**config.mk**
```make
export PLATFORM = sky130hd
export DESIGN_NAME = rational_arithmetic_unit
export DESIGN_NICKNAME = d
export VERILOG_FILES = /design/src/design/rau_pkg.sv /design/src/design/rau_divider.sv /design/src/design/rational_arithmetic_unit.sv
export SDC_FILE = /design/constraint.sdc
export NUM_CORES = 2
export LEC_CHECK = 0
export ABC_AREA = 0
export BUFFER_PORTS_ARGS = -buffer_cell sky130_fd_sc_hd__buf_2
export CORE_UTILIZATION = 59
export DETAILED_ROUTE_END_ITERATION = 8
export GPL_ROUTABILITY_DRIVEN = 1
export GPL_TIMING_DRIVEN = 0
export PLACE_DENSITY = 0.76
export SETUP_SLACK_MARGIN = 0.1
export SLEW_MARGIN = 20
export SYNTH_ARGS = -nofsm -noshare
export SYNTH_HDL_FRONTEND = slang
export SYNTH_SLANG_ARGS = --single-unit
```
**constraint.sdc**
```tcl
create_clock -name clk -period 14.85 [get_ports clk]
set_clock_uncertainty 0.05 [all_clocks]
set_input_delay 2.97 -clock clk [delete_from_list [all_inputs] [get_ports clk]]
set_output_delay 2.97 -clock clk [all_outputs]
set_load 0.02 [all_outputs]
```
**src/design/rau_pkg.sv**
```systemverilog
// Package with shared constants of the rational arithmetic unit.
package rau_pkg;
    localparam int WORD_BITS_DEF = 32;

    localparam logic [1:0] OP_ADD = 2'd0;
    localparam logic [1:0] OP_SUB = 2'd1;
    localparam logic [1:0] OP_MUL = 2'd2;
    localparam logic [1:0] OP_DIV = 2'd3;

    localparam logic [1:0] ST_OK       = 2'd0;
    localparam logic [1:0] ST_ZERO_DEN = 2'd1;
    localparam logic [1:0] ST_OVERFLOW = 2'd2;

    // Control handshake toward the shared divider.
    typedef struct packed {
        logic go;
    } div_req_t;

    typedef struct packed {
        logic busy;
        logic done;
    } div_rsp_t;
endpackage

```
**src/design/rau_divider.sv**
```systemverilog
// Restoring shift-subtract divider, one quotient bit per cycle.
module rau_divider #(
    parameter int W = rau_pkg::WORD_BITS_DEF
) (
    input  logic               clk,
    input  logic               rst_n,
    input  rau_pkg::div_req_t  req,
    input  logic [W-2:0]       dividend,
    input  logic [W-2:0]       divisor,
    output rau_pkg::div_rsp_t  rsp,
    output logic [W-2:0]       quotient,
    output logic [W-2:0]       remainder
);
    localparam int CW = $clog2(W);

    logic [CW-1:0] cnt_reg, cnt_next;
    logic          busy_reg, busy_next;
    logic          done_reg, done_next;
    logic [W-2:0]  quo_reg, quo_next;
    logic [W-2:0]  rem_reg, rem_next;
    logic [W-2:0]  dsr_reg, dsr_next;
    logic [W-1:0]  shifted;
    logic [W-1:0]  diff;

    always_comb
    begin
        shifted   = {rem_reg, quo_reg[W-2]};
        diff      = shifted - {1'b0, dsr_reg};
        cnt_next  = cnt_reg;
        busy_next = busy_reg;
        done_next = 1'b0;
        quo_next  = quo_reg;
        rem_next  = rem_reg;
        dsr_next  = dsr_reg;
        if (req.go)
        begin
            busy_next = 1'b1;
            cnt_next  = CW'(W - 1);
            quo_next  = dividend;
            rem_next  = '0;
            dsr_next  = divisor;
        end
        else if (busy_reg)
        begin
            if (shifted >= {1'b0, dsr_reg})
            begin
                rem_next = diff[W-2:0];
                quo_next = {quo_reg[W-3:0], 1'b1};
            end
            else
            begin
                rem_next = shifted[W-2:0];
                quo_next = {quo_reg[W-3:0], 1'b0};
            end
            cnt_next = cnt_reg - 1'b1;
            if (cnt_reg == CW'(1))
            begin
                busy_next = 1'b0;
                done_next = 1'b1;
            end
        end
    end

    always_ff @(posedge clk or negedge rst_n)
    begin
        if (!rst_n)
        begin
            cnt_reg  <= '0;
            busy_reg <= 1'b0;
            done_reg <= 1'b0;
        end
        else
        begin
            cnt_reg  <= cnt_next;
            busy_reg <= busy_next;
            done_reg <= done_next;
        end
    end

    always_ff @(posedge clk)
    begin
        quo_reg <= quo_next;
        rem_reg <= rem_next;
        dsr_reg <= dsr_next;
    end

    assign rsp.busy  = busy_reg;
    assign rsp.done  = done_reg;
    assign quotient  = quo_reg;
    assign remainder = rem_reg;
endmodule

```
**src/design/rational_arithmetic_unit.sv**
```systemverilog
// Top level of the rational arithmetic unit: sequencer, divider, multiplier and result check.
//
// Usage: a request (opcode, a_num/a_den, b_num/b_den) is taken at a rising
// edge where start is high and busy is low. busy then stays high until the
// result is delivered; no other request is taken meanwhile.
// The result (result_num, result_den, status) is shown for exactly one cycle
// with done high. The receiver cannot stall, so the result must be captured
// in that cycle. A new request may be issued in the cycle done is high.
// A zero input denominator goes straight to the result check. Multiply and
// divide form two products through the one registered multiplier.
// Add and subtract run Euclid's loop on the shared bit-serial divider, one
// division per remainder step, then two more divisions by the gcd and three
// products.
// Status 1 flags a zero denominator, status 2 a result beyond the signed
// word range; the result fields are then zero.
// Reset (rst_n low, asynchronous) returns the sequencer to idle and clears
// done and busy; no request in flight survives it.
module rational_arithmetic_unit #(
    parameter int WORD_BITS = rau_pkg::WORD_BITS_DEF
) (
    input  logic                 clk,
    input  logic                 rst_n,
    input  logic                 start,
    output logic                 busy,
    output logic                 done,
    input  logic [1:0]           opcode,
    input  logic [WORD_BITS-1:0] a_num,
    input  logic [WORD_BITS-2:0] a_den,
    input  logic [WORD_BITS-1:0] b_num,
    input  logic [WORD_BITS-2:0] b_den,
    output logic [WORD_BITS-1:0] result_num,
    output logic [WORD_BITS-2:0] result_den,
    output logic [1:0]           status
);
    localparam int W  = WORD_BITS;
    localparam int AW = 2 * W + 1;

    localparam logic [2:0] S_IDLE = 3'd0;
    localparam logic [2:0] S_GCD  = 3'd1;
    localparam logic [2:0] S_DIV  = 3'd2;
    localparam logic [2:0] S_MUL  = 3'd3;
    localparam logic [2:0] S_ACC  = 3'd4;
    localparam logic [2:0] S_FIN  = 3'd5;

    localparam logic [1:0] PH_GCD = 2'd0;
    localparam logic [1:0] PH_QA  = 2'd1;
    localparam logic [1:0] PH_QB  = 2'd2;

    logic [2:0]          state_reg, state_next;
    logic [1:0]          phase_reg, phase_next;
    logic [1:0]          k_reg, k_next;
    logic                done_reg, done_next;
    logic                zden_reg, zden_next;
    logic [1:0]          op_reg, op_next;
    logic signed [W-1:0] an_reg, an_next, bn_reg, bn_next;
    logic [W-2:0]        ad_reg, ad_next, bd_reg, bd_next;
    logic [W-2:0]        x_reg, x_next, y_reg, y_next;
    logic [W-2:0]        qa_reg, qa_next, qb_reg, qb_next;
    logic signed [2*W-1:0] prod_reg, prod_next;
    logic signed [AW-1:0] num_reg, num_next, den_reg, den_next;
    logic [W-1:0]        rnum_reg, rnum_next;
    logic [W-2:0]        rden_reg, rden_next;
    logic [1:0]          st_reg, st_next;

    rau_pkg::div_req_t   dreq;
    rau_pkg::div_rsp_t   drsp;
    logic [W-2:0]        div_a, div_b, div_q, div_r;

    logic signed [W-1:0] ma, mb;
    logic signed [AW-1:0] prod_ext, nn, dd;
    logic                is_addsub, last_acc, num_ok, den_ok;

    rau_divider #(.W(W)) u_div (
        .clk       (clk),
        .rst_n     (rst_n),
        .req       (dreq),
        .dividend  (div_a),
        .divisor   (div_b),
        .rsp       (drsp),
        .quotient  (div_q),
        .remainder (div_r)
    );

    // Operand selection for the shared multiplier.
    always_comb
    begin
        is_addsub = (op_reg == rau_pkg::OP_ADD) || (op_reg == rau_pkg::OP_SUB);
        ma = an_reg;
        mb = bn_reg;
        if (is_addsub)
        begin
            case (k_reg)
                2'd0:
                begin
                    ma = an_reg;
                    mb = $signed({1'b0, qb_reg});
                end
                2'd1:
                begin
                    ma = bn_reg;
                    mb = $signed({1'b0, qa_reg});
                end
                default:
                begin
                    ma = $signed({1'b0, qa_reg});
                    mb = $signed({1'b0, bd_reg});
                end
            endcase
        end
        else if (op_reg == rau_pkg::OP_MUL)
        begin
            if (k_reg == 2'd0)
            begin
                ma = an_reg;
                mb = bn_reg;
            end
            else
            begin
                ma = $signed({1'b0, ad_reg});
                mb = $signed({1'b0, bd_reg});
            end
        end
        else
        begin
            if (k_reg == 2'd0)
            begin
                ma = an_reg;
                mb = $signed({1'b0, bd_reg});
            end
            else
            begin
                ma = $signed({1'b0, ad_reg});
                mb = bn_reg;
            end
        end
    end

    // Sequencer.
    always_comb
    begin
        state_next = state_reg;
        phase_next = phase_reg;
        k_next     = k_reg;
        done_next  = 1'b0;
        zden_next  = zden_reg;
        op_next    = op_reg;
        an_next    = an_reg;
        bn_next    = bn_reg;
        ad_next    = ad_reg;
        bd_next    = bd_reg;
        x_next     = x_reg;
        y_next     = y_reg;
        qa_next    = qa_reg;
        qb_next    = qb_reg;
        prod_next  = prod_reg;
        num_next   = num_reg;
        den_next   = den_reg;
        rnum_next  = rnum_reg;
        rden_next  = rden_reg;
        st_next    = st_reg;
        dreq.go    = 1'b0;
        div_a      = x_reg;
        div_b      = y_reg;
        prod_ext   = AW'(prod_reg);
        last_acc   = 1'b0;
        nn         = num_reg;
        dd         = den_reg;
        num_ok     = 1'b0;
        den_ok     = 1'b0;

        case (state_reg)
            S_IDLE:
            begin
                if (start)
                begin
                    op_next = opcode;
                    an_next = a_num;
                    bn_next = b_num;
                    ad_next = a_den;
                    bd_next = b_den;
                    x_next  = a_den;
                    y_next  = b_den;
                    k_next  = 2'd0;
                    zden_next = (a_den == '0) || (b_den == '0);
                    if ((a_den == '0) || (b_den == '0))
                        state_next = S_FIN;
                    else if ((opcode == rau_pkg::OP_ADD) || (opcode == rau_pkg::OP_SUB))
                        state_next = S_GCD;
                    else
                        state_next = S_MUL;
                end
            end
            S_GCD:
            begin
                dreq.go = 1'b1;
                if (y_reg == '0)
                begin
                    // x now holds the gcd; divide a_den by it first.
                    div_a      = ad_reg;
                    div_b      = x_reg;
                    phase_next = PH_QA;
                end
                else
                begin
                    phase_next = PH_GCD;
                end
                state_next = S_DIV;
            end
            S_DIV:
            begin
                div_a = bd_reg;
                div_b = x_reg;
                if (drsp.done)
                begin
                    case (phase_reg)
                        PH_GCD:
                        begin
                            x_next     = y_reg;
                            y_next     = div_r;
                            state_next = S_GCD;
                        end
                        PH_QA:
                        begin
                            qa_next    = div_q;
                            dreq.go    = 1'b1;
                            phase_next = PH_QB;
                        end
                        default:
                        begin
                            qb_next    = div_q;
                            k_next     = 2'd0;
                            state_next = S_MUL;
                        end
                    endcase
                end
            end
            S_MUL:
            begin
                prod_next  = ma * mb;
                state_next = S_ACC;
            end
            S_ACC:
            begin
                last_acc = is_addsub ? (k_reg == 2'd2) : (k_reg == 2'd1);
                if (k_reg == 2'd0)
                    num_next = prod_ext;
                else if (is_addsub && (k_reg == 2'd1))
                    num_next = (op_reg == rau_pkg::OP_SUB) ? num_reg - prod_ext
                                                           : num_reg + prod_ext;
                else
                    den_next = prod_ext;
                if (last_acc)
                    state_next = S_FIN;
                else
                begin
                    k_next     = k_reg + 2'd1;
                    state_next = S_MUL;
                end
            end
            S_FIN:
            begin
                // Move the sign to the numerator, then range-check both parts.
                if (den_reg < 0)
                begin
                    nn = -num_reg;
                    dd = -den_reg;
                end
                num_ok = (nn[AW-1:W-1] == '0) || (nn[AW-1:W-1] == '1);
                den_ok = (dd[AW-1:W-1] == '0);
                rnum_next = '0;
                rden_next = '0;
                if (zden_reg || (den_reg == '0))
                    st_next = rau_pkg::ST_ZERO_DEN;
                else if (!num_ok || !den_ok)
                    st_next = rau_pkg::ST_OVERFLOW;
                else
                begin
                    st_next   = rau_pkg::ST_OK;
                    rnum_next = nn[W-1:0];
                    rden_next = dd[W-2:0];
                end
                done_next  = 1'b1;
                state_next = S_IDLE;
            end
            default:
            begin
                state_next = S_IDLE;
            end
        endcase
    end

    always_ff @(posedge clk or negedge rst_n)
    begin
        if (!rst_n)
        begin
            state_reg <= S_IDLE;
            phase_reg <= PH_GCD;
            k_reg     <= 2'd0;
            done_reg  <= 1'b0;
            zden_reg  <= 1'b0;
        end
        else
        begin
            state_reg <= state_next;
            phase_reg <= phase_next;
            k_reg     <= k_next;
            done_reg  <= done_next;
            zden_reg  <= zden_next;
        end
    end

    always_ff @(posedge clk)
    begin
        op_reg   <= op_next;
        an_reg   <= an_next;
        bn_reg   <= bn_next;
        ad_reg   <= ad_next;
        bd_reg   <= bd_next;
        x_reg    <= x_next;
        y_reg    <= y_next;
        qa_reg   <= qa_next;
        qb_reg   <= qb_next;
        prod_reg <= prod_next;
        num_reg  <= num_next;
        den_reg  <= den_next;
        rnum_reg <= rnum_next;
        rden_reg <= rden_next;
        st_reg   <= st_next;
    end

    assign busy       = (state_reg != S_IDLE) || drsp.busy;
    assign done       = done_reg;
    assign result_num = rnum_reg;
    assign result_den = rden_reg;
    assign status     = st_reg;
endmodule

```
# ---- Word level (Yosys, flattened, before mapping)
# Index checks and enable logic that the tools add are counted.
dict set report totals {
  input_bits 131
  register_bits 619
  wordCells 158
  out_inout_bits 67
}
dict set report classes {
  n_mul 1
  n_lt_le_gt_ge 2
  eq_ne 20
  muxes 61
  n_bitwise 3
  reduce_logical 38
  addsub 7
}
# operator count
set ops {}
lappend ops {{two-way mux 65 bit} 7}
lappend ops {{two-way mux 31 bit} 11}
lappend ops {{case mux 31 bit (2 select lines)} 5}
lappend ops {{two-way mux 32 bit} 6}
lappend ops {{logical NOT 31 bit} 3}
lappend ops {{logical NOT 34 bit} 2}
lappend ops {{adder 65 x 64 -> 65 bit} 1}
lappend ops {{logical NOT 65 bit} 1}
lappend ops {{negator 64 -> 65 bit} 1}
lappend ops {{negator 65 bit} 1}
lappend ops {{subtractor 65 x 64 -> 65 bit} 1}
lappend ops {{< comparator 64 x 1 -> 1 bit, second input constant} 1}
lappend ops {{multiplier 32 x 32 -> 64 bit} 1}
lappend ops {{case mux 32 bit (2 select lines)} 1}
lappend ops {{== test 34 bit, second input constant} 1}
lappend ops {{greater-or-equal comparator 32 x 31 -> 1 bit} 1}
lappend ops {{subtractor 31 bit} 1}
lappend ops {{two-way mux 2 bit} 8}
lappend ops {{case mux 3 bit (5 select lines)} 1}
lappend ops {{AND reduction 3 bit} 5}
lappend ops {{two-way mux 1 bit} 12}
lappend ops {{two-way mux 3 bit} 4}
lappend ops {{two-way mux 5 bit} 2}
lappend ops {{!= test 2 bit, second input constant} 5}
lappend ops {{other kinds (25)} 50}

# ---- Longest topological paths before layout
dict set report logic_depth {
  ltp_word 8
  mapped_depth 41
  mapped_depth_nobuf 37
}

# ---- Modules after synthesis
# From an unflattened synthesis, not the netlist that was laid out.
dict set report unflattened {
  cells_unflattened 7270
  hier_area_um2 70816.7
}
# module area_per_inst_um2 cells_per_inst instances
set by_module_without_submodules {}
lappend by_module_without_submodules {rational_arithmetic_unit 64992.3 6724 1}
lappend by_module_without_submodules {rau_divider 5824.3 546 1}

# ---- Worst setup path after synthesis
# OpenSTA, ideal clock, no wires.
dict set report synth_timing {
  path_type {input port to flip-flop}
  startpoint {input start}
  endpoint {register x_reg[0] (enable)}
  slack_ps -3558
  setup_ps 397
  arrival_ps 17961
  stages 2
  path_cell_list {nor4b_1 > a31o_2}
}
dict set report synth_via {
  elab_chain_len 2
}
# item line
set synth_lines {}
lappend synth_lines {{from (decl)} rational_arithmetic_unit.sv:23} ;# input logic start,
lappend synth_lines {{!= test 2 bit (no source line)} --}
lappend synth_lines {{AND reduction 4 bit (no source line)} --}
lappend synth_lines {{to (signal assigned)} rational_arithmetic_unit.sv:319} ;# x_reg <= x_next;
lappend synth_lines {{to (decl)} rational_arithmetic_unit.sv:57} ;# logic [W-2:0] x_reg, x_next, y_reg, y_next;
# No other way between the ends.
# A chain may end at the register's enable or synchronous reset.

# ---- Worst setup path in the final report
dict set report layout_timing {
  startpoint {register k_reg[0]}
  endpoint {register prod_reg[61], data pin}
}
dict set report layout_via {
  elab_chain_len 5
}
# item line
set layout_lines {}
lappend layout_lines {{from (decl)} rational_arithmetic_unit.sv:51} ;# logic [1:0] k_reg, k_next;
lappend layout_lines {{from (signal assigned)} rational_arithmetic_unit.sv:306} ;# k_reg <= k_next;
lappend layout_lines {{logical NOT 2 bit} {rational_arithmetic_unit.sv:92, rational_arithmetic_unit.sv:112, rational_arithmetic_unit.sv:125}}
lappend layout_lines {{two-way mux 32 bit, on equally long branches} {rational_arithmetic_unit.sv:125, rational_arithmetic_unit.sv:112}}
lappend layout_lines {{two-way mux 32 bit} rational_arithmetic_unit.sv:110} ;# else if (op_reg == rau_pkg::OP_MUL)
lappend layout_lines {{two-way mux 32 bit} rational_arithmetic_unit.sv:90} ;# if (is_addsub)
lappend layout_lines {{multiplier 32 x 32 -> 64 bit *} rational_arithmetic_unit.sv:239} ;# prod_next = ma * mb;
lappend layout_lines {{to (signal assigned)} rational_arithmetic_unit.sv:323} ;# prod_reg <= prod_next;
lappend layout_lines {{to (decl)} rational_arithmetic_unit.sv:59} ;# logic signed [2*W-1:0] prod_reg, prod_next;
# Every way passes the cells marked *; elsewhere a longest branch is shown, timed or not.

==> impl_metrics.ini <==
[logic_synthesis]
synth_compound_area_share_pct = 9.51
yosys_most_used_dff = edfxtp_1
syn_area_um2 = 70500
synth_xor_area_share_pct = 3.49
synth_fa_ha_area_share_pct = 35.9
syn_inst = 7446
ys_seq_area_share_pct = 25.8
avgSynthCellArea_um2 = 9.47
synth_cell_type_count = 89
synth_top_family_by_area = adder cells
muxShareOfSynthArea_pct = 1.64
yosysWarnings = 0
synth_edf_count = 572
synth-simple-area-share_pct = 15.7
synth-async-reset-ratio_pct = 2.58
ys_ff_latch = 619
syn_nets = 8949

[worst_setup_path]
reg2reg_to = prod_reg[61]
cp-end-kind = register
cpMaxStageDelayCell = clkdlybuf4s15_1
worst_r2r_path_depth = 35
slowest_delay_ns = 0.83
required_ns = 15.24
cp-start-kind = register
reg2reg_slack_ns = 0.47
worst_path_most_repeated_cell = fa_1
endpoint = prod_reg[61]
path_class = reg -> reg
crit_fanout = 10
r2r-start = k_reg[0]
worstPathArrival_ns = 14.77
crit_start = k_reg[0]

[cells_and_area]
instances_no_fill = 9351
stdcell_area_um2 = 76500
drive_gt1_share_pct = 6.70
multiInputGateArea_um2 = 46900
largest_reg_flops = 65
area.growth.synth_to_final_pct = 8.51
n_fill_cell = 9675
fin_nets = 9258
regArea_um2 = 18200

[floorplan]
coreArea_um2 = 118000
die_area_um2 = 121000
io_pins = 198
rows = 126
die_h_um = 348
die_w_um = 348
start_util_pct = 59.6

[timing]
fin_tns_setup_ns = 0
setup_viol = 0
hold_viol_final = 0
post-route-min-period_ns = 14.38
fin_crit_sh_pct = 96.8
grt_setup_unrepaired = no
fmax_mhz = 69.5
slew_headroom_pct = 10.1
worst_pin_slew_ns = 1.35
worst_slack_ns = 0.471
drv_slew = 0

[drt]
num_vias = 59400
post-route-drc-count = 0
drt_iter0_drc = 7079
ant_nets = 0
wl_um = 276000
wl_per_cell_um = 29.5
vias_per_cell = 6.35
drtPass1Iterations = 9

[clock_tree]
cts_resized = 0
cts_tree = built
htree_levels = 3
clk_pin_slew_ns = 0.06
clock_path_buffers = 3
numCtsBuffers = 69
cts_setup_buffers = 0
clk_latency_ns = 0.74
cts_root_buf = clkbuf_16
holdBufCountCts = 0
clock_sinks = 619

[power]
cellLeakagePower_nw = 33.8
power_density_nw_per_um2 = 48.5
power_w = 0.00371
ir_worst_vdd_mv = 0.0956

[global_routing]
grt_pass1_wl_um = 400000
antenna_found_initial = 13
track_usage_pct = 46.5
grt_pass1_vias = 60100
grt_max_degree = 56
overflow = 0

[placement]
post_dp_cell_area_um2 = 74100
gp_congestion = 1.09
io_buffers = 197
pre_cts_ws_ns = 0.773
dp_cells = 9220
place_hpwl_um = 225000

[min_path]
hold_class = reg -> reg

[status]
outcome = complete, no violations

[run]
max_cap_violations = 0
[placed cells by master (no fill, tap or decap), types with 34 or more instances in the layout]
cell	instances
nor2b_1	78
nand3_1	70
ha_1	288
buf_2	201
nand2_1	1030
inv_1	1101
o21ai_0	293
mux2i_1	68
clkbuf_1	330
edfxtp_1	572
nor3_1	102
fa_1	1083
nor2_1	816
xor2_1	136
a21oi_1	293
and2_1	48
nand4_1	52
xnor2_1	145
clkbuf_16	69
o31ai_1	46
a22oi_1	34
mux2_2	35
nor4_1	53
or3_1	40
nand2b_1	65
a21o_1	92
a31oi_1	68
[synthesized netlist by cell type, types with 65 or more instances]
cell type / count / area share [%]
a21o_1: 92 / 0.98
a21oi_1: 298 / 2.1
a31oi_1: 68 / 0.60
clkbuf_1: 335 / 1.8
edfxtp_1: 572 / 24
fa_1: 1084 / 31
ha_1: 288 / 5.1
inv_1: 1101 / 5.9
mux2i_1: 76 / 1.1
nand2_1: 1030 / 5.5
nand2b_1: 65 / 0.58
nand3_1: 70 / 0.50
nor2_1: 823 / 4.4
nor2b_1: 79 / 0.70
nor3_1: 105 / 0.75
o21ai_0: 293 / 2.1
xnor2_1: 145 / 1.8
xor2_1: 136 / 1.7
[where the power goes]
part / switching (W) / leakage, nW / internal [W] / total [W]
Clock: 0.000807 / 1.12 / 0.000992 / 0.00180
Combinational: 0.0000191 / 27.5 / 0.0000132 / 0.0000324
Sequential: 0.000000782 / 5.24 / 0.00188 / 0.00188
[per-layer routing]
| layer | wire length (um) | GRT usage [%] |
|---|---|---|
| met1 | 96900 | 57.1 |
| met2 | 120000 | 70.2 |
| met3 | 33900 | 13.4 |
| met4 | 24600 | 34.0 |
| met5 | 82 | 0 |
[area by class of cell]
| cell class | instances | share of cell area [%] |
|---|---|---|
| diodes | 7 | 0.0229 |
| flip-flops and latches | 619 | 23.8 |
| clock inverters | 42 | 0.661 |
| multi-input cells | 5358 | 61.4 |
| inverters | 1102 | 5.41 |
| well taps | 1536 | 2.51 |
| clock buffers | 82 | 2.36 |
| plain buffers | 367 | 1.92 |
| repair buffers | 238 | 1.96 |
[kinds of logic (layout without fill, tap and decap cells)]
family                   count (synthesis)  in the layout
AO/OA/AOI/OAI                         1080           1080
XOR/XNOR                               281            281
adder cells (fa/ha/maj)               1372           1372
buffers and inverters                 1469           1831
flip-flops                             619            619
multiplexers                           111            111
other                                    0              7
AND/OR/NAND/NOR                       2514           2514
[worst max-delay path, delay by kind of cell (launching register included)]
kind / cells / cell delay, ns
DFF: 1 / 0.40
and+or+nand+nor: 7 / 1.68
AOI/OAI and AO/OA: 6 / 3.13
adders and majority gates: 10 / 4.62
buffers and inverters: 12 / 4.16
[through the flow]
stage	hold WS (ns)	utilization, %
2_1_floorplan	0.395	-
3_3_place_gp	0.410	62.1
3_5_place_dp	0.419	62.7
4_1_cts	0.411	64.6
5_1_grt	0.433	64.7
6_report	0.402	64.7
[how the worst min path moves through the flow]
stage                 endpoint  slack, ns                from  cells past startpoint
finish              qa_reg[17]       0.40  u_div.quotient[17]                      0
detailed placement  qb_reg[21]       0.42  u_div.quotient[21]                      0
global route        qa_reg[17]       0.43  u_div.quotient[17]                      0
floorplan           qa_reg[30]       0.40  u_div.quotient[30]                      0
CTS                 qa_reg[17]       0.41  u_div.quotient[17]                      0
global placement     qb_reg[3]       0.41   u_div.quotient[3]                      0
(Power assumes the default switching activity.)
